`src/design/u2p_pkg.sv`:
```
// Package: constants, types and tables for the USB boot-keyboard to PS/2 converter.
`timescale 1ns / 1ps
package u2p_pkg;

   localparam int MAP_DEPTH  = 112;
   localparam int KEY_SLOTS  = 6;
   localparam int SLOT_MAX   = 6;
   localparam int MOD_COUNT  = 8;
   localparam int EV_COUNT   = MOD_COUNT + 2 * KEY_SLOTS;
   localparam int EV_W       = $clog2(EV_COUNT + 1);
   localparam int SLOT_W     = (KEY_SLOTS > 1) ? $clog2(KEY_SLOTS) : 1;
   localparam int MAP_ADDR_W = $clog2(MAP_DEPTH);

   localparam logic [7:0] PFX_EXT    = 8'he0;
   localparam logic [7:0] PFX_BREAK  = 8'hf0;
   localparam logic [7:0] CODE_LIMIT = 8'h70;
   localparam int         EXT_BIT    = 8;

   localparam logic [8:0] MOD_CODES [MOD_COUNT] = '{
      9'h014, 9'h012, 9'h011, 9'h11f, 9'h114, 9'h059, 9'h111, 9'h127
   };

   localparam logic REG_ID_CHECK    = 1'b0;
   localparam logic REG_EXPECTED_ID = 1'b1;

   typedef enum logic [1:0] {
      ST_IDLE,
      ST_LOOK,
      ST_BYTE,
      ST_FLUSH
   } state_type;

   typedef enum logic [1:0] {
      PH_EXT,
      PH_BREAK,
      PH_CODE
   } phase_type;

endpackage

```
`src/design/u2p_if.sv`:
```
// Interfaces: report/map-write input channel and scan-byte output channel.
`timescale 1ns / 1ps
interface u2p_req_if;
   logic       valid;
   logic       ready;
   logic       cmd;
   logic [7:0] report_id_byte;
   logic [7:0] modifier_bits;
   logic [7:0] key_slot0;
   logic [7:0] key_slot1;
   logic [7:0] key_slot2;
   logic [7:0] key_slot3;
   logic [7:0] key_slot4;
   logic [7:0] key_slot5;
   logic [6:0] map_index;
   logic [8:0] map_entry;

   modport source (output valid, cmd, report_id_byte, modifier_bits, key_slot0, key_slot1,
                   key_slot2, key_slot3, key_slot4, key_slot5, map_index, map_entry,
                   input ready);
   modport sink (input valid, cmd, report_id_byte, modifier_bits, key_slot0, key_slot1,
                 key_slot2, key_slot3, key_slot4, key_slot5, map_index, map_entry,
                 output ready);
endinterface

interface u2p_rsp_if;
   logic       valid;
   logic       ready;
   logic [7:0] scan_byte;
   logic       parity_bit;
   logic       last_of_run;

   modport source (output valid, scan_byte, parity_bit, last_of_run, input ready);
   modport sink (input valid, scan_byte, parity_bit, last_of_run, output ready);
endinterface

```
`src/design/usb_boot_keyboard_to_ps2_scancodes.sv`:
```
// Top level: USB boot-keyboard report to PS/2 set-2 scan-code sequencer.
// A sequencer walks the 20 modifier/slot events in order, one per cycle for an inactive
// event; an active event sends its bytes one per cycle while the output is not stalled,
// with one key map read per active slot event. A report sends at most 60 bytes, and a
// new report is accepted only in the idle state, after the previous run has finished.
// Reset clears control, previous report and registers; key map is undefined until written.
`timescale 1ns / 1ps
module usb_boot_keyboard_to_ps2_scancodes (
   input  logic        clock,
   input  logic        reset,
   u2p_req_if.sink     req_ch,
   u2p_rsp_if.source   rsp_ch,
   input  logic        psel,
   input  logic        penable,
   input  logic        pwrite,
   input  logic [2:0]  paddr,
   input  logic [31:0] pwdata,
   output logic [31:0] prdata,
   output logic        pready
);

   logic [8:0] key_map_mem [u2p_pkg::MAP_DEPTH];
   logic [8:0] rd_q_ff;

   u2p_pkg::state_type state_ff, state_in;
   u2p_pkg::phase_type ph_ff, ph_in, sel;
   logic [u2p_pkg::EV_W-1:0] ev_ff, ev_in;
   logic       brk_ff, brk_in;
   logic       use_mem_ff, use_mem_in;
   logic [8:0] entry_ff, entry_in;
   logic       id_chk_ff;
   logic [7:0] exp_id_ff;
   logic [7:0] cur_mods_ff, prev_mods_ff;
   logic [7:0] cur_keys_ff  [u2p_pkg::KEY_SLOTS];
   logic [7:0] prev_keys_ff [u2p_pkg::KEY_SLOTS];
   logic [7:0] in_keys [u2p_pkg::SLOT_MAX];
   logic       pend_valid_ff, pend_valid_in;
   logic [7:0] pend_byte_ff, pend_byte_in;
   logic       out_valid_ff, out_valid_in;
   logic [7:0] out_byte_ff, out_byte_in;
   logic       out_last_ff, out_last_in;

   logic       accept, start, map_wr, mem_rd, can_push, push;
   logic [7:0] idx8;
   logic [u2p_pkg::EV_W-1:0] ev_k;
   logic [u2p_pkg::SLOT_W-1:0] slot_raw, slot_sel;
   logic [7:0] was, now, code;
   logic       ev_is_mod, key_brk, key_active, mod_active;
   logic [2:0] mod_idx;
   logic [8:0] entry;
   logic [7:0] gen_byte;
   logic       wr_en;

   // configuration port
   assign pready = 1'b1;
   assign wr_en  = psel && penable && pwrite;
   assign prdata = (paddr[2] == u2p_pkg::REG_EXPECTED_ID) ? {24'b0, exp_id_ff}
                                                          : {31'b0, id_chk_ff};

   always_ff @(posedge clock) begin
      if (reset) begin
         id_chk_ff <= 1'b0;
         exp_id_ff <= 8'h00;
      end else if (wr_en) begin
         if (paddr[2] == u2p_pkg::REG_ID_CHECK) id_chk_ff <= pwdata[0];
         else exp_id_ff <= pwdata[7:0];
      end
   end

   // input decode
   assign in_keys[0] = req_ch.key_slot0;
   assign in_keys[1] = req_ch.key_slot1;
   assign in_keys[2] = req_ch.key_slot2;
   assign in_keys[3] = req_ch.key_slot3;
   assign in_keys[4] = req_ch.key_slot4;
   assign in_keys[5] = req_ch.key_slot5;

   assign req_ch.ready = (state_ff == u2p_pkg::ST_IDLE);
   assign accept = req_ch.valid && req_ch.ready;
   assign idx8   = {1'b0, req_ch.map_index};
   assign map_wr = accept && req_ch.cmd && ({1'b0, idx8} < 9'(u2p_pkg::MAP_DEPTH));
   assign start  = accept && !req_ch.cmd
                   && !(id_chk_ff && (req_ch.report_id_byte != exp_id_ff));

   // event decode
   assign ev_is_mod = (ev_ff < u2p_pkg::EV_W'(u2p_pkg::MOD_COUNT));
   assign mod_idx   = ev_ff[2:0];
   assign mod_active = cur_mods_ff[mod_idx] ^ prev_mods_ff[mod_idx];
   assign ev_k      = ev_ff - u2p_pkg::EV_W'(u2p_pkg::MOD_COUNT);
   assign slot_raw  = ev_k[u2p_pkg::SLOT_W:1];
   assign slot_sel  = (int'(slot_raw) < u2p_pkg::KEY_SLOTS) ? slot_raw : '0;
   assign key_brk   = !ev_k[0];
   assign was       = prev_keys_ff[slot_sel];
   assign now       = cur_keys_ff[slot_sel];
   assign code      = key_brk ? was : now;
   assign key_active = (was != now) && (code != 8'h00) && (code < u2p_pkg::CODE_LIMIT)
                       && ({1'b0, code} < 9'(u2p_pkg::MAP_DEPTH));
   assign mem_rd    = (state_ff == u2p_pkg::ST_LOOK) && !ev_is_mod && key_active
                      && (ev_ff < u2p_pkg::EV_W'(u2p_pkg::EV_COUNT));

   // byte selection
   assign entry = use_mem_ff ? rd_q_ff : entry_ff;
   always_comb begin
      if ((ph_ff == u2p_pkg::PH_EXT) && entry[u2p_pkg::EXT_BIT]) begin
         sel      = u2p_pkg::PH_EXT;
         gen_byte = u2p_pkg::PFX_EXT;
      end else if ((ph_ff != u2p_pkg::PH_CODE) && brk_ff) begin
         sel      = u2p_pkg::PH_BREAK;
         gen_byte = u2p_pkg::PFX_BREAK;
      end else begin
         sel      = u2p_pkg::PH_CODE;
         gen_byte = entry[7:0];
      end
   end

   assign can_push = !out_valid_ff || rsp_ch.ready;

   always_comb begin
      state_in      = state_ff;
      ev_in         = ev_ff;
      ph_in         = ph_ff;
      brk_in        = brk_ff;
      use_mem_in    = use_mem_ff;
      entry_in      = entry_ff;
      pend_valid_in = pend_valid_ff;
      pend_byte_in  = pend_byte_ff;
      push          = 1'b0;
      out_last_in   = out_last_ff;
      out_byte_in   = out_byte_ff;
      case (state_ff)
         u2p_pkg::ST_IDLE: begin
            if (start) begin
               ev_in    = '0;
               state_in = u2p_pkg::ST_LOOK;
            end
         end
         u2p_pkg::ST_LOOK: begin
            ph_in = u2p_pkg::PH_EXT;
            if (ev_ff >= u2p_pkg::EV_W'(u2p_pkg::EV_COUNT)) begin
               state_in = u2p_pkg::ST_FLUSH;
            end else if (ev_is_mod) begin
               if (mod_active) begin
                  brk_in     = prev_mods_ff[mod_idx];
                  use_mem_in = 1'b0;
                  entry_in   = u2p_pkg::MOD_CODES[mod_idx];
                  state_in   = u2p_pkg::ST_BYTE;
               end else begin
                  ev_in = ev_ff + 1'b1;
               end
            end else if (key_active) begin
               brk_in     = key_brk;
               use_mem_in = 1'b1;
               state_in   = u2p_pkg::ST_BYTE;
            end else begin
               ev_in = ev_ff + 1'b1;
            end
         end
         u2p_pkg::ST_BYTE: begin
            if (!pend_valid_ff || can_push) begin
               push          = pend_valid_ff;
               if (pend_valid_ff) begin
                  out_byte_in = pend_byte_ff;
                  out_last_in = 1'b0;
               end
               pend_valid_in = 1'b1;
               pend_byte_in  = gen_byte;
               case (sel)
                  u2p_pkg::PH_EXT:   ph_in = u2p_pkg::PH_BREAK;
                  u2p_pkg::PH_BREAK: ph_in = u2p_pkg::PH_CODE;
                  default: begin
                     ph_in    = u2p_pkg::PH_EXT;
                     ev_in    = ev_ff + 1'b1;
                     state_in = u2p_pkg::ST_LOOK;
                  end
               endcase
            end
         end
         u2p_pkg::ST_FLUSH: begin
            if (!pend_valid_ff) begin
               state_in = u2p_pkg::ST_IDLE;
            end else if (can_push) begin
               push          = 1'b1;
               out_byte_in   = pend_byte_ff;
               out_last_in   = 1'b1;
               pend_valid_in = 1'b0;
               state_in      = u2p_pkg::ST_IDLE;
            end
         end
         default: state_in = u2p_pkg::ST_IDLE;
      endcase
      out_valid_in = push ? 1'b1 : (rsp_ch.ready ? 1'b0 : out_valid_ff);
   end

   always_ff @(posedge clock) begin
      if (reset) begin
         state_ff      <= u2p_pkg::ST_IDLE;
         ev_ff         <= '0;
         ph_ff         <= u2p_pkg::PH_EXT;
         brk_ff        <= 1'b0;
         use_mem_ff    <= 1'b0;
         pend_valid_ff <= 1'b0;
         out_valid_ff  <= 1'b0;
         prev_mods_ff  <= 8'h00;
         for (int s = 0; s < u2p_pkg::KEY_SLOTS; s++) prev_keys_ff[s] <= 8'h00;
      end else begin
         state_ff      <= state_in;
         ev_ff         <= ev_in;
         ph_ff         <= ph_in;
         brk_ff        <= brk_in;
         use_mem_ff    <= use_mem_in;
         pend_valid_ff <= pend_valid_in;
         out_valid_ff  <= out_valid_in;
         if ((state_ff == u2p_pkg::ST_FLUSH) && (state_in == u2p_pkg::ST_IDLE)) begin
            prev_mods_ff <= cur_mods_ff;
            for (int s = 0; s < u2p_pkg::KEY_SLOTS; s++) prev_keys_ff[s] <= cur_keys_ff[s];
         end
      end
   end

   // payload registers
   always_ff @(posedge clock) begin
      entry_ff     <= entry_in;
      pend_byte_ff <= pend_byte_in;
      out_byte_ff  <= out_byte_in;
      out_last_ff  <= out_last_in;
      if (start) begin
         cur_mods_ff <= req_ch.modifier_bits;
         for (int s = 0; s < u2p_pkg::KEY_SLOTS; s++) cur_keys_ff[s] <= in_keys[s];
      end
   end

   // key map memory
   always_ff @(posedge clock) begin
      if (map_wr) key_map_mem[idx8[u2p_pkg::MAP_ADDR_W-1:0]] <= req_ch.map_entry;
      if (mem_rd) rd_q_ff <= key_map_mem[code[u2p_pkg::MAP_ADDR_W-1:0]];
   end

   assign rsp_ch.valid       = out_valid_ff;
   assign rsp_ch.scan_byte   = out_byte_ff;
   assign rsp_ch.parity_bit  = ~(^out_byte_ff);
   assign rsp_ch.last_of_run = out_last_ff;

   a_idle_no_pend: assert property (@(posedge clock) disable iff (reset)
      (state_ff == u2p_pkg::ST_IDLE) |-> !pend_valid_ff)
      else $error("pending byte left while idle");

   a_ev_range: assert property (@(posedge clock) disable iff (reset)
      ev_ff <= u2p_pkg::EV_W'(u2p_pkg::EV_COUNT))
      else $error("event index out of range");

   a_flush_done: assert property (@(posedge clock) disable iff (reset)
      ((state_ff == u2p_pkg::ST_FLUSH) && push) |=> (state_ff == u2p_pkg::ST_IDLE))
      else $error("flush did not end the run");

   a_last_from_flush: assert property (@(posedge clock) disable iff (reset)
      (push && out_last_in) |-> (state_ff == u2p_pkg::ST_FLUSH))
      else $error("last beat issued mid-run");

endmodule
```
`src/flat_wrapper.sv`:
```
// flat-port wrapper written by rule: the top's interface ports become plain ports
module usb_boot_keyboard_to_ps2_scancodes_flat 
  (clock, reset, psel, penable, pwrite, paddr, pwdata, prdata, pready, req_ch_valid, req_ch_cmd, req_ch_report_id_byte, req_ch_modifier_bits, req_ch_key_slot0, req_ch_key_slot1, req_ch_key_slot2, req_ch_key_slot3, req_ch_key_slot4, req_ch_key_slot5, req_ch_map_index, req_ch_map_entry, req_ch_ready, rsp_ch_valid, rsp_ch_scan_byte, rsp_ch_parity_bit, rsp_ch_last_of_run, rsp_ch_ready);
  u2p_req_if req_ch_i ();
  u2p_rsp_if rsp_ch_i ();
  input  logic clock;
  input  logic reset;
  input  logic psel;
  input  logic penable;
  input  logic pwrite;
  input  logic [2:0] paddr;
  input  logic [31:0] pwdata;
  output logic [31:0] prdata;
  output logic pready;
  input wire logic [$bits(req_ch_i.valid)-1:0] req_ch_valid;
  input wire logic [$bits(req_ch_i.cmd)-1:0] req_ch_cmd;
  input wire logic [$bits(req_ch_i.report_id_byte)-1:0] req_ch_report_id_byte;
  input wire logic [$bits(req_ch_i.modifier_bits)-1:0] req_ch_modifier_bits;
  input wire logic [$bits(req_ch_i.key_slot0)-1:0] req_ch_key_slot0;
  input wire logic [$bits(req_ch_i.key_slot1)-1:0] req_ch_key_slot1;
  input wire logic [$bits(req_ch_i.key_slot2)-1:0] req_ch_key_slot2;
  input wire logic [$bits(req_ch_i.key_slot3)-1:0] req_ch_key_slot3;
  input wire logic [$bits(req_ch_i.key_slot4)-1:0] req_ch_key_slot4;
  input wire logic [$bits(req_ch_i.key_slot5)-1:0] req_ch_key_slot5;
  input wire logic [$bits(req_ch_i.map_index)-1:0] req_ch_map_index;
  input wire logic [$bits(req_ch_i.map_entry)-1:0] req_ch_map_entry;
  output wire logic [$bits(req_ch_i.ready)-1:0] req_ch_ready;
  output wire logic [$bits(rsp_ch_i.valid)-1:0] rsp_ch_valid;
  output wire logic [$bits(rsp_ch_i.scan_byte)-1:0] rsp_ch_scan_byte;
  output wire logic [$bits(rsp_ch_i.parity_bit)-1:0] rsp_ch_parity_bit;
  output wire logic [$bits(rsp_ch_i.last_of_run)-1:0] rsp_ch_last_of_run;
  input wire logic [$bits(rsp_ch_i.ready)-1:0] rsp_ch_ready;
  assign req_ch_i.valid = req_ch_valid;
  assign req_ch_i.cmd = req_ch_cmd;
  assign req_ch_i.report_id_byte = req_ch_report_id_byte;
  assign req_ch_i.modifier_bits = req_ch_modifier_bits;
  assign req_ch_i.key_slot0 = req_ch_key_slot0;
  assign req_ch_i.key_slot1 = req_ch_key_slot1;
  assign req_ch_i.key_slot2 = req_ch_key_slot2;
  assign req_ch_i.key_slot3 = req_ch_key_slot3;
  assign req_ch_i.key_slot4 = req_ch_key_slot4;
  assign req_ch_i.key_slot5 = req_ch_key_slot5;
  assign req_ch_i.map_index = req_ch_map_index;
  assign req_ch_i.map_entry = req_ch_map_entry;
  assign req_ch_ready = req_ch_i.ready;
  assign rsp_ch_valid = rsp_ch_i.valid;
  assign rsp_ch_scan_byte = rsp_ch_i.scan_byte;
  assign rsp_ch_parity_bit = rsp_ch_i.parity_bit;
  assign rsp_ch_last_of_run = rsp_ch_i.last_of_run;
  assign rsp_ch_i.ready = rsp_ch_ready;
  usb_boot_keyboard_to_ps2_scancodes u_core (.clock(clock), .reset(reset), .req_ch(req_ch_i), .rsp_ch(rsp_ch_i), .psel(psel), .penable(penable), .pwrite(pwrite), .paddr(paddr), .pwdata(pwdata), .prdata(prdata), .pready(pready));
endmodule
```
`config.mk`:
```
export PLATFORM = sky130hd
export DESIGN_NAME = usb_boot_keyboard_to_ps2_scancodes_flat
export DESIGN_NICKNAME = d
export VERILOG_FILES = /design/src/design/u2p_pkg.sv /design/src/design/u2p_if.sv /design/src/design/usb_boot_keyboard_to_ps2_scancodes.sv /design/src/flat_wrapper.sv
export SDC_FILE = /design/constraint.sdc
export NUM_CORES = 2
export LEC_CHECK = 0
export BUFFER_PORTS_ARGS = -buffer_cell sky130_fd_sc_hd__buf_4
export CAP_MARGIN = 10
export CELL_PAD_IN_SITES_DETAIL_PLACEMENT = 1
export CELL_PAD_IN_SITES_GLOBAL_PLACEMENT = 2
export CORE_MARGIN = 10
export CORE_UTILIZATION = 40
export CTS_CLUSTER_DIAMETER = 150
export DETAILED_ROUTE_END_ITERATION = 8
export PLACE_DENSITY_LB_ADDON = 0.08
export SLEW_MARGIN = 0
export SYNTH_ARGS = -nofsm -noshare
export SYNTH_HDL_FRONTEND = slang
export SYNTH_SLANG_ARGS = --single-unit
```
`constraint.sdc`:
```
create_clock -name clock -period 4.6 [get_ports clock]
set_clock_uncertainty 0.2 [all_clocks]
set_input_delay 0.46 -clock clock [delete_from_list [all_inputs] [get_ports clock]]
set_output_delay 0.46 -clock clock [all_outputs]
set_load 0.01 [all_outputs]
```
[Word level (Yosys, flattened, before mapping)]
Memory sizes are Yosys's and may differ from the RTL's. A register that Yosys moved wholly into a read port is not among the register bits.
Cells that the tools add are included.
Storage, ports and cells
  ROM bits: 72
  register bits after elaboration: 55
  output and inout port bits: 45
  input bits: 123
  logic and storage cells: 177
  memories: 4
  RAM bits: 1104
Operators by class
  equality and inequality tests: 17
  reductions and logical operators: 47
  mux-type cells: 73
  add/sub/neg operators: 2
  $lt $le $gt $ge: 8
  bitwise operators: 11
Memory list
  u_core.key_map_mem: depth 112, width 9, read ports 1, clocked after Yosys merged registers in 1, write ports 1, RTL line usb_boot_keyboard_to_ps2_scancodes.sv:22  | logic [8:0] key_map_mem [u2p_pkg::MAP_DEPTH];
  (name not given): depth 8, width 9, read ports 1, clocked after Yosys merged registers in 1, write ports 0, RTL line usb_boot_keyboard_to_ps2_scancodes.sv:145  | entry_in = u2p_pkg::MOD_CODES[mod_idx];
  u_core.cur_keys_ff: depth 6, width 8, read ports 7, clocked after Yosys merged registers in 0, write ports 6, RTL line usb_boot_keyboard_to_ps2_scancodes.sv:34  | logic [7:0] cur_keys_ff [u2p_pkg::KEY_SLOTS];
  u_core.prev_keys_ff: depth 6, width 8, read ports 1, clocked after Yosys merged registers in 0, write ports 6, RTL line usb_boot_keyboard_to_ps2_scancodes.sv:35  | logic [7:0] prev_keys_ff [u2p_pkg::KEY_SLOTS];
Operators by type and width (count)
  $mux 8: 12
  $mux 5: 8
  $mux 1: 29
  $mux 2: 12
  $logic_and 1x1->1: 17
  $lt 8x7->1 const B: 2
  $ne 8x8->1: 2
  $pmux 8 s2: 1
  $pmux 5 s3: 1
  $ne 2x2->1 const B: 5
  $reduce_and 2->1: 5
  $mux 9: 1
  $logic_not 2->1: 4
  $ne 2x1->1 const B: 4
  $pmux 2 s2: 2
  $pmux 2 s4: 1
  $reduce_and 4->1: 2
  $reduce_bool 2->1: 4
  $reduce_bool 8->1: 1
  $reduce_xor 8->1: 1
  $lt 7x7->1 const B: 1
  $reduce_and 7->1: 1
  $bmux 1 s3: 2
  $logic_not 1->1: 6
  21 further kinds: 34

[Longest topological paths before layout]
An unclocked memory read counts as a cell.
  depth in word-level cells: 19
  gate-level depth with buffers: 17
  mapped depth without buffers: 10

[Worst setup path before layout]
No wires, ideal clock.
  path kind: register to register
  start: register u_core.ev_ff[1] (netlist bit)
  end: memory u_core.prev_keys_ff[0][0], enable pin
  data arrival time: 3832 ps
  stages on the path, launching flop included: 13
  period minus slack after synthesis: 4440 ps
  required time: 3992 ps
  path slack: 160 ps
  cells stage by stage: dfxtp_1 -> buf_6 -> buf_6 -> mux2i_1 -> o22ai_1 -> o211a_1 -> or4b_1 -> or4_4 -> nand4_1 -> and3_4 -> buf_6 -> buf_6 -> or2_1
RTL lines
  start, declared: RTL line usb_boot_keyboard_to_ps2_scancodes.sv:27  | logic [u2p_pkg::EV_W-1:0] ev_ff, ev_in;
  start signal, assigned: RTL line usb_boot_keyboard_to_ps2_scancodes.sv:207  | ev_ff <= ev_in;
  end, declared: RTL line usb_boot_keyboard_to_ps2_scancodes.sv:35

[Worst setup path after layout]
  start: register u_core.state_ff[0]
  end: memory u_core.key_map_mem[48][4], enable pin
On the way
  cells in the longest elaborated chain, start to end: 6
RTL lines
  start, declared: RTL line usb_boot_keyboard_to_ps2_scancodes.sv:25  | u2p_pkg::state_type state_ff, state_in;
  start signal, assigned: RTL line usb_boot_keyboard_to_ps2_scancodes.sv:196  | state_ff <= u2p_pkg::ST_IDLE;
  start signal, assigned: RTL line usb_boot_keyboard_to_ps2_scancodes.sv:206  | state_ff <= state_in;
  $logic_not 2->1: RTL line usb_boot_keyboard_to_ps2_scancodes.sv:78  | assign req_ch.ready = (state_ff == u2p_pkg::ST_IDLE);
  $logic_and 1x1->1: RTL line usb_boot_keyboard_to_ps2_scancodes.sv:79  | assign accept = req_ch.valid && req_ch.ready;
  $logic_and 1x1->1 (2 in series): RTL line usb_boot_keyboard_to_ps2_scancodes.sv:81  | assign map_wr = accept && req_ch.cmd && ({1'b0, idx8} < 9'(u2p_pkg::MAP_DEPTH));
  $mux 1: RTL line usb_boot_keyboard_to_ps2_scancodes.sv:234  | if (map_wr) key_map_mem[idx8[u2p_pkg::MAP_ADDR_W-1:0]] <= req_ch.map_entry;
  $mux 1 (implied by the code): RTL line usb_boot_keyboard_to_ps2_scancodes.sv:234
  end, declared: RTL line usb_boot_keyboard_to_ps2_scancodes.sv:22
No other way between the ends.

==> Implementation_results.wiki <==
{| class="wikitable"
! Metric !! Value
|-
| Global routing usage on met1 || 31.48%
|-
| Routed vias/inst || 5.633
|-
| Final wirelength || 155.4 mm
|-
| Hold path cells || 1
|-
| Launch point of the worst hold path || req_ch_map_entry[2]
|-
| Clock latency of the later-clocked register in the worst-skew pair || 0.75 ns
|-
| Proportion of total power due to net switching || 33.78%
|-
| Starting Density || 40.29%
|-
| Slew of the pin with the lowest slew margin || 1.220 ns
|-
| Post-synthesis to final-layout area growth || 17.42%
|-
| Mean cell area of the mapped netlist || 13.48 sq um
|-
| Port buffer count || 116
|-
| Kind of start point of the critical path || flip-flop
|-
| Standard cell core area || 119,800 sq um
|-
| Number of placement rows || 127
|-
| Required time of the critical path || 4.77 ns
|-
| Worst Path Max Fanout || 9
|-
| Cells taking the most area after synthesis || sky130_fd_sc_hd__edfxtp_1, sky130_fd_sc_hd__nand2_1, sky130_fd_sc_hd__mux2i_1
|-
| Pin count of the biggest net entering global routing || 80
|-
| Switching power summed over all nets || 0.01062 W
|-
| Unrepaired setup endpoints after global routing || no
|-
| Post-route cell area || 56,680 sq um
|-
| Remaining routing DRC violations || 0
|-
| Fmax achieved || 228.5 MHz
|-
| Share of power burned in the clock network || 31.9%
|-
| Setup TNS || 0 ns
|-
| Cell type with the largest total area after synthesis || sky130_fd_sc_hd__edfxtp_1
|-
| Final worst path period need || 4.376 ns
|-
| Tcrit/Tclk final || 95.13%
|-
| Maximum vdd ir drop || 425.1 uV
|-
| Instance count after placement with tap cells included || 5,264
|-
| Total congestion overflow || 0
|-
| Cell Count, Final, Fillers Out || 5,568
|-
| Cts bufs inserted || 131
|-
| Count of nets left with antenna violations after detail routing || 0
|-
| Status || finished, final reports clean
|-
| Number of buffers on the longest clock path || 3
|-
| Area of the mapped netlist || 48,270 sq um
|-
| Placer congestion estimate || 0.8122
|-
| Share of synthesized registers carrying an async set or reset || 0%
|-
| Combinational share of power || 29.6%
|-
| Post-detailed-placement cell area || 51,810 sq um
|-
| H-tree Lvls || 4
|-
| End of the worst hold path || u_core.key_map_mem[78][2]$_DFFE_PP_
|-
| Element type at the critical path end || flip-flop
|-
| Number of warning messages in the yosys log || 0
|-
| Die width || 367.4 um
|-
| Grt met2 use || 37.36%
|-
| Initial antenna violation count || 2
|-
| Number of vias after detailed routing || 31.37k
|-
| Count of max-cap constraint violations || 0
|-
| Fin Hold WS || 0.06625 ns
|-
| Crit path from || u_core.state_ff[0]$_SDFF_PP0_
|-
| Most frequently used flop master after synthesis || sky130_fd_sc_hd__edfxtp_1
|-
| Hold WC Path Type || in2reg
|-
| Violation count after the first detailed-route iteration || 2,473
|-
| Fraction of the yosys area taken by sequential cells || 72.54%
|-
| Number of clock sinks || 1,176
|-
| Global-route wire length before repair || 228.0 mm
|-
| Detailed-route wire length per cell || 27.91 um
|-
| GR Layer Usage met3 || 3.558%
|-
| Critical path class || reg2reg
|-
| Reg-to-reg startpoint || u_core.state_ff[0]$_SDFF_PP0_
|-
| Initial DRT Pass Iterations || 5
|-
| Post-layout total power || 0.03145 W
|-
| RR Endpoint || u_core.key_map_mem[48][4]$_DFFE_PP_
|-
| Max-slew violation count || 0
|-
| Final Hold Viols || 0
|-
| Depth of the worst register-to-register path || 8
|-
| Fraction of layout instances using a drive strength above 1 || 13.50%
|-
| Slowest stage cell, crit path || sky130_fd_sc_hd__nor2_1
|-
| Internal reg-to-reg setup slack || 0.22 ns
|-
| Net count of the finished layout || 3,996
|-
| Top Usage Layer GRT || met2
|-
| Share of the synthesized area in the top cell type || 71.30%
|-
| Number of different library cells in the post-synthesis netlist || 81
|-
| DPL Wire Length || 99.00 mm
|-
| Via count of the first global-routing pass || 32.89k
|-
| Chip Height || 367.4 um
|-
| Area of the die || 135,000 sq um
|-
| Num ports || 168
|-
| Clock root buffer || sky130_fd_sc_hd__clkbuf_16
|-
| Sequential power share || 38.5%
|-
| Number of enable-type register cells in the synthesized netlist || 1,146
|-
| Filler cells || 12.06k
|-
| Power density of the placed cells || 554.8 nW/um^2
|-
| Remaining max-slew budget at the tightest pin || 18.35%
|-
| Clk pin slew, worst setup/hold paths || 0.06 ns
|-
| Combined global-route utilization of all metal layers || 22.63%
|-
| Post-synthesis register bit count || 1,176
|-
| Internal || 0.02082 W
|-
| Leakage component of the power || 19.72 nW
|-
| Arrival time at the worst endpoint || 4.54 ns
|-
| Number of instances in the synthesized netlist || 3,580
|-
| TritonCTS clock tree || yes
|-
| Cell chain of the critical path || inv_1 -> ha_1 -> nand3_1 -> a31oi_1 -> nor2b_1 -> nand2_1 -> buf_4 -> nor2_1
|-
| Worst stage delay on the critical path || 0.91 ns
|-
| Number of endpoints failing setup at the final stage || 0
|}
[what timing repair did]
| item | in CTS | in global routing |
|---|---|---|
| setup buffers | 0 | 0 |
| gates resized for setup | 0 | 5 |
| hold endpoints to repair | 138 | 0 |
| hold buffers | 80 | 0 |
| endpoints found under the setup margin | 0 | 4 |
[worst max-delay path by stage]
stage                                                         end  slack (ns)  cells past startpoint
after floorplan           u_core.prev_keys_ff[0][0]$_SDFFCE_PN0P_        0.16                     12
after CTS                             u_core.rd_q_ff[3]$_DFFE_PP_        0.03                     12
final                         u_core.key_map_mem[48][4]$_DFFE_PP_        0.22                      8
after global routing                  u_core.rd_q_ff[3]$_DFFE_PP_        0.02                     16
after global placement                u_core.rd_q_ff[3]$_DFFE_PP_        0.05                     12
after detailed placement              u_core.rd_q_ff[3]$_DFFE_PP_        0.03                     12
[layout by cell type (no fill, tap or decap), types with 20 or more instances in the layout]
master / count
sky130_fd_sc_hd__o2111ai_1: 28
sky130_fd_sc_hd__nor2_1: 157
sky130_fd_sc_hd__clkinv_1: 30
sky130_fd_sc_hd__clkbuf_1: 28
sky130_fd_sc_hd__conb_1: 25
sky130_fd_sc_hd__o21ai_0: 23
sky130_fd_sc_hd__mux2i_1: 147
sky130_fd_sc_hd__mux2_2: 21
sky130_fd_sc_hd__dlygate4sd3_1: 80
sky130_fd_sc_hd__buf_4: 268
sky130_fd_sc_hd__a32oi_1: 20
sky130_fd_sc_hd__a21oi_1: 75
sky130_fd_sc_hd__nand2_1: 857
sky130_fd_sc_hd__buf_12: 28
sky130_fd_sc_hd__a31oi_1: 54
sky130_fd_sc_hd__a311oi_1: 46
sky130_fd_sc_hd__clkbuf_16: 136
sky130_fd_sc_hd__dfxtp_1: 29
sky130_fd_sc_hd__edfxtp_1: 1146
sky130_fd_sc_hd__nand3_1: 273
sky130_fd_sc_hd__and3_1: 122
[critical path, delay by kind of cell, from the launching register on]
family | cells | cell delay [ns]
and+or+nand+nor | 4 | 2.18
buffers and inverters | 2 | 0.46
AOI/OAI and AO/OA | 1 | 0.41
DFF | 1 | 0.37
adders and majority gates | 1 | 0.34
[power groups by stage]
| stage | logic, W | clock network [W] | registers (W) |
|---|---|---|---|
| floorplan | 0.00500 | 0 | 0.0123 |
| global placement | 0.00909 | 0 | 0.0123 |
| detailed placement | 0.00923 | 0 | 0.0123 |
| CTS | 0.00932 | 0.0102 | 0.0121 |
| global route | 0.0100 | 0.0107 | 0.0121 |
| finish | 0.00930 | 0.0100 | 0.0121 |
[metal layers]
layer	wire [um]	part of all wire, %
met1	69850	45
met2	74570	48
met3	8143	5.2
met4	2847	1.8
met5	0	0
[state kept, by name (all words and copies together) (netlist names)]
register and flops:
u_core.pend_valid_ff 1, u_core.ev_ff 5, u_core.use_mem_ff 1, u_core.brk_ff 1, u_core.id_chk_ff 1, u_core.rsp_ch.scan_byte 8, u_core.rsp_ch.last_of_run 1, u_core.cur_keys_ff 48
u_core.ph_ff 2, u_core.prev_mods_ff 8, u_core.entry_ff 8, u_core.rd_q_ff 9, u_core.rsp_ch.valid 1, u_core.state_ff 2, u_core.exp_id_ff 8, u_core.key_map_mem 1008
u_core.cur_mods_ff 8, u_core.pend_byte_ff 8, u_core.prev_keys_ff 48
[logic make-up after synthesis]
logic type,count (synthesis),synth area share [%]
flops,1176,72.54
other cells,2,0.01556
fa+ha+maj,7,0.1814
simple gates,1508,13.57
buf+inv,264,2.665
compound gates,419,6.447
xor+xnor,19,0.3448
mux,185,4.236
[cell type report]
cell class / count / area [sq um] / share of cell area, %
flip-flops and latches: 1176 / 35010 / 61.78
inverters: 18 / 67.56 / 0.1192
clock inverters: 56 / 474.2 / 0.8367
clock buffers: 166 / 3536 / 6.239
repair buffers: 376 / 3373 / 5.952
diodes: 1 / 2.502 / 0.004415
well taps: 1612 / 2017 / 3.559
multi-input cells: 2163 / 12190 / 21.51
[synthesized netlist by cell type, types with 13 or more instances]
library cell	instances
sky130_fd_sc_hd__edfxtp_1	1146
sky130_fd_sc_hd__nand2_1	859
sky130_fd_sc_hd__nand3_1	273
sky130_fd_sc_hd__nor2_1	162
sky130_fd_sc_hd__mux2i_1	148
sky130_fd_sc_hd__and3_1	122
sky130_fd_sc_hd__clkbuf_1	98
sky130_fd_sc_hd__buf_2	79
sky130_fd_sc_hd__a21oi_1	77
sky130_fd_sc_hd__a31oi_1	55
sky130_fd_sc_hd__a311oi_1	49
sky130_fd_sc_hd__buf_4	36
sky130_fd_sc_hd__dfxtp_1	30
sky130_fd_sc_hd__o2111ai_1	28
sky130_fd_sc_hd__buf_1	24
sky130_fd_sc_hd__o21ai_0	23
sky130_fd_sc_hd__mux2_2	21
sky130_fd_sc_hd__a32oi_1	20
sky130_fd_sc_hd__a21o_1	19
sky130_fd_sc_hd__nor3_1	19
sky130_fd_sc_hd__o221ai_1	19
sky130_fd_sc_hd__inv_1	18
sky130_fd_sc_hd__a211oi_1	17
sky130_fd_sc_hd__and2_1	13
sky130_fd_sc_hd__mux4_2	13
[through the flow]
stage               setup WS (ns)  utilization, %
global placement          0.04879           43.24
finish                     0.2239           47.30
CTS                       0.02769           47.26
detailed placement        0.03500           43.24
global route              0.02059           47.30
floorplan                  0.1601               -
Note: power is estimated with default switching activity, not from simulation.
